## src/multichannel_iir_direct_form_one_core_assert.svh

```systemverilog
// Assertion helpers for the filter core
`ifndef MULTICHANNEL_IIR_DIRECT_FORM_ONE_CORE_ASSERT_SVH
`define MULTICHANNEL_IIR_DIRECT_FORM_ONE_CORE_ASSERT_SVH

// same-cycle implication
`define IIRDF1_AST_NOW(label, ante, cons) \
    label: assert property (@(posedge i_clk) disable iff (!i_rst_n) (ante) |-> (cons)) \
        else $error("iirdf1 check failed");

// next-cycle implication
`define IIRDF1_AST_NEXT(label, ante, cons) \
    label: assert property (@(posedge i_clk) disable iff (!i_rst_n) (ante) |=> (cons)) \
        else $error("iirdf1 check failed");

`endif

```

## src/iirdf1_pkg.sv

```systemverilog
`timescale 1ns / 1ps
package iirdf1_pkg;

    localparam int TAP_REGS = 6;
    localparam int TAP_IW   = 3;
    localparam int CFG_IW   = 3;

    typedef logic [CFG_IW-1:0] t_cfg_idx;

    localparam t_cfg_idx CFG_ORDER = 3'd0;
    localparam t_cfg_idx CFG_DIMS  = 3'd1;
    localparam t_cfg_idx CFG_TAP0  = 3'd2;

    typedef struct packed {
        logic clear;
        logic mul_en;
        logic acc_en;
    } t_mac_ctrl;

endpackage

```

## src/iirdf1_mac.sv

```systemverilog
`timescale 1ns / 1ps
module iirdf1_mac
    import iirdf1_pkg::*;
(
    input  logic               i_clk,
    input  logic               i_rst_n,
    input  t_mac_ctrl          i_ctrl,
    input  logic signed [31:0] i_op_a,
    input  logic signed [31:0] i_op_b,
    output logic [63:0]        o_sum
);

    logic signed [63:0] w_prod;
    logic [63:0]        r_prod;
    logic [63:0]        r_acc;

    assign w_prod = i_op_a * i_op_b;
    assign o_sum  = r_acc + r_prod;

    always_ff @(posedge i_clk) begin
        if (i_ctrl.mul_en) begin
            r_prod <= w_prod;
        end
    end

    always_ff @(posedge i_clk) begin
        if (!i_rst_n) begin
            r_acc <= '0;
        end else if (i_ctrl.clear) begin
            r_acc <= '0;
        end else if (i_ctrl.acc_en) begin
            r_acc <= o_sum;
        end
    end

endmodule

```

## config.mk

```make
export PLATFORM = sky130hd
export DESIGN_NAME = iirdf1_mac
export DESIGN_NICKNAME = d
export VERILOG_FILES = /design/src/multichannel_iir_direct_form_one_core_assert.svh /design/src/iirdf1_pkg.sv /design/src/iirdf1_mac.sv
export SDC_FILE = /design/constraint.sdc
export NUM_CORES = 2
export LEC_CHECK = 0
export BUFFER_PORTS_ARGS = -buffer_cell sky130_fd_sc_hd__buf_2
export CELL_PAD_IN_SITES_DETAIL_PLACEMENT = 0
export CELL_PAD_IN_SITES_GLOBAL_PLACEMENT = 1
export CORE_ASPECT_RATIO = 1.25
export CORE_MARGIN = 5
export CORE_UTILIZATION = 40
export CTS_BUF_LIST = sky130_fd_sc_hd__clkbuf_4 sky130_fd_sc_hd__clkbuf_8
export DETAILED_ROUTE_END_ITERATION = 7
export PLACE_DENSITY = 0.78
export SKIP_CTS_REPAIR_TIMING = 1
export SYNTH_ARGS = -nofsm -noshare
export SYNTH_HDL_FRONTEND = slang
export SYNTH_SLANG_ARGS = --single-unit
```

## constraint.sdc

```tcl
create_clock -name i_clk -period 7.15 [get_ports i_clk]
set_clock_uncertainty 0.1 [all_clocks]
set_input_delay 0.3575 -clock i_clk [delete_from_list [all_inputs] [get_ports i_clk]]
set_output_delay 0.3575 -clock i_clk [all_outputs]
set_load 0.02 [all_outputs]
```

==> reports/metrics.cfg <==
[status]
status=complete, but fails checks
violations=negative setup slack

[critical_path]
cp.arrival_ns=7.48
crit_fanout=7
crit_path_start_kind=input pin
r2r_cells=14
crit_type=input pin to register
cp_data_required_time_ns=7.27
cp-end-kind=register

[finish]
layout_commonest_cell=fa_1
fin_nets=6424
area_delta_synth_final_pct=16.5
mostFrequentLayoutCells=fa_1 (1045), inv_1 (972), nand2_1 (542)
drive_gt1_share_pct=16.6
multi_input_area_mm2=0.0367
nFillCells=10400
seq_area_mm2=0.00320

[floorplanning]
initial_core_util_pct=40.3
fp.dieW_um=306
dieHeight_um=380
fp.coreArea_mm2=0.108
num_io_pins=133
die-area_mm2=0.116
row_count=135

[yosys]
yosysWarnings=0
ys.flop_type=edfxtp_1
synth.cell_area_mm2=0.0437
ys_types=83
netlist.area_leader.share_pct=49.6
synth_cells=4628
synth_area_per_cell_um2=9.45
synth_fp_nets=6027
async_flop_share_pct=0
synth_edf_count=64
yosysTopAreaCell=fa_1
ys_top_cells_by_area=fa_1 (50%), inv_1 (8.5%), and2_1 (7.4%)
synth-seq-cells=128
seq_area_frac_synth_pct=7.33

[routing]
ant_nets=0
firstDrtPassIters=5
route.vias.total=32400
drcViolationCount=0
wl_per_cell_um=18.7
drt_iter0_markers=1371
routed_wl_um=121000
viasPerCell=5.00

[clock_network]
root_buffer=clkbuf_8
numCtsBuffers=17
clock_sinks=128
h-tree-depth=4
cts_buffer_depth=2
cts_tree=done
worstSkewPairLatency_ns=0.47
cts.clk_slew.worst_paths_ns=0.08

[timing]
rsz0062_at_grt=yes
final.setup.tns_ns=-1.26
setup_slack_ns=-0.211
final.min_clock_period_ns=7.36
worstMarginPinSlew_ns=0.963
fmax_mhz=136
slew_headroom_pct=35.8
finalHoldViolCount=0
finalCritPeriodShare_pct=103
slew_viol_final=0
finalSetupViolations=12

[placed_design]
gp_congestion=0.885
place_hpwl_um=106000
io_buffers=132

[global_route]
grt_max_degree=65
grt_overflow=0
grt_pass1_wl_um=196000
antenna_found_initial=5
grt_pass1_vias=37000
grt_usage_pct=21.3

[run]
maxCapViolations=0

[min_path]
hold_depth=2
min_path_type=input pin to register

==> synth_stat cells (all sizes together) (4+ instances only) <==
master,n
a211oi,15
a21boi,5
a21o,67
a21oi,133
a221o,4
a221oi,6
a31oi,7
and2,519
and3,13
and4,6
buf,15
clkbuf,219
dfxtp,64
edfxtp,64
fa,1083
ha,247
inv,986
mux2i,53
nand2,552
nand2b,19
nand3,21
nand4,20
nor2,153
nor2b,13
nor3,16
nor4,4
o211ai,13
o21a,10
o21ai,76
o21bai,22
o221ai,4
o31ai,7
or2,7
or3,5
xnor2,91
xor2,42
==> cell type report <==
cell class	instances	share of cell area, %
clock buffer	18	0.474
inverter	987	7.29
antenna	4	0.0196
tap	1438	3.53
clock inverter	14	0.233
timing repair buffer	612	10.1
multi-input combinational	3279	72.0
sequential	128	6.29
==> final timing paths <==
path,from,endpoint,slack [ns]
worst min register to register,r_acc[24]$_SDFFE_PP0P_,r_acc[24]$_SDFFE_PP0P_,0.39
worst min-delay path,i_ctrl[0],r_acc[62]$_SDFFE_PP0P_,0.17
worst max-delay path,i_op_a[11],r_prod[63]$_DFFE_PP_,-0.21
worst max register to register,r_prod[0]$_DFFE_PP_,r_acc[62]$_SDFFE_PP0P_,2.90
==> worst max-delay path, cell delays in order <==
cell     delay (ns)
buf_12         0.12
buf_8          0.13
buf_12         0.13
and2_4         0.13
fa_1           0.47
inv_1          0.05
fa_1           0.52
inv_2          0.04
fa_1           0.56
fa_1           0.47
fa_1           0.61
fa_1           0.47
fa_2           0.65
fa_1           0.45
ha_4           0.30
nand2_2        0.05
a32oi_2        0.24
a21oi_2        0.10
or4_4          0.45
a21oi_4        0.17
nor2_2         0.08
o31ai_4        0.32
nor4b_4        0.09
o31ai_1        0.26
a21oi_1        0.11
xnor2_1        0.14
==> layer usage <==
layer  vias to the layer above  part of all wire [%]  track usage [%]
met2                       667                    56             42.1
met5                         -                0.0058                0
met3                       272                   2.6             1.68
li1                      14600                     -                -
met1                     16900                    36             22.8
met4                         2                   5.6             9.50
==> through the flow <==
step           util, %  cell area, µm²  hold slack (ns)  setup slack (ns)  instances
2_1_floorplan        -           43900            0.363            -0.306       4628
3_3_place_gp      45.1           48900            0.374            -0.926       6389
3_5_place_dp      45.1           48900            0.380             -1.09       6389
4_1_cts           45.4           49300            0.116            -0.530       6421
5_1_grt           47.0           50900            0.121            -0.338       6480
6_report          47.0           50900            0.167            -0.211       6480
==> registers in the layout, summed over array words and instances, names as in the netlist <==
register  count
r_prod       64
r_acc        64
==> logic make-up after synthesis <==
logic type | synth area share [%]
compound gates | 6.12
fa+ha+maj | 56.7
mux | 1.21
buf+inv | 10.5
xor+xnor | 2.66
flops | 7.33
simple gates | 15.5
Power is left out: the tool's default activity adds up to more than one toggle a clock period on the data nets, which glitch-free logic cannot reach.
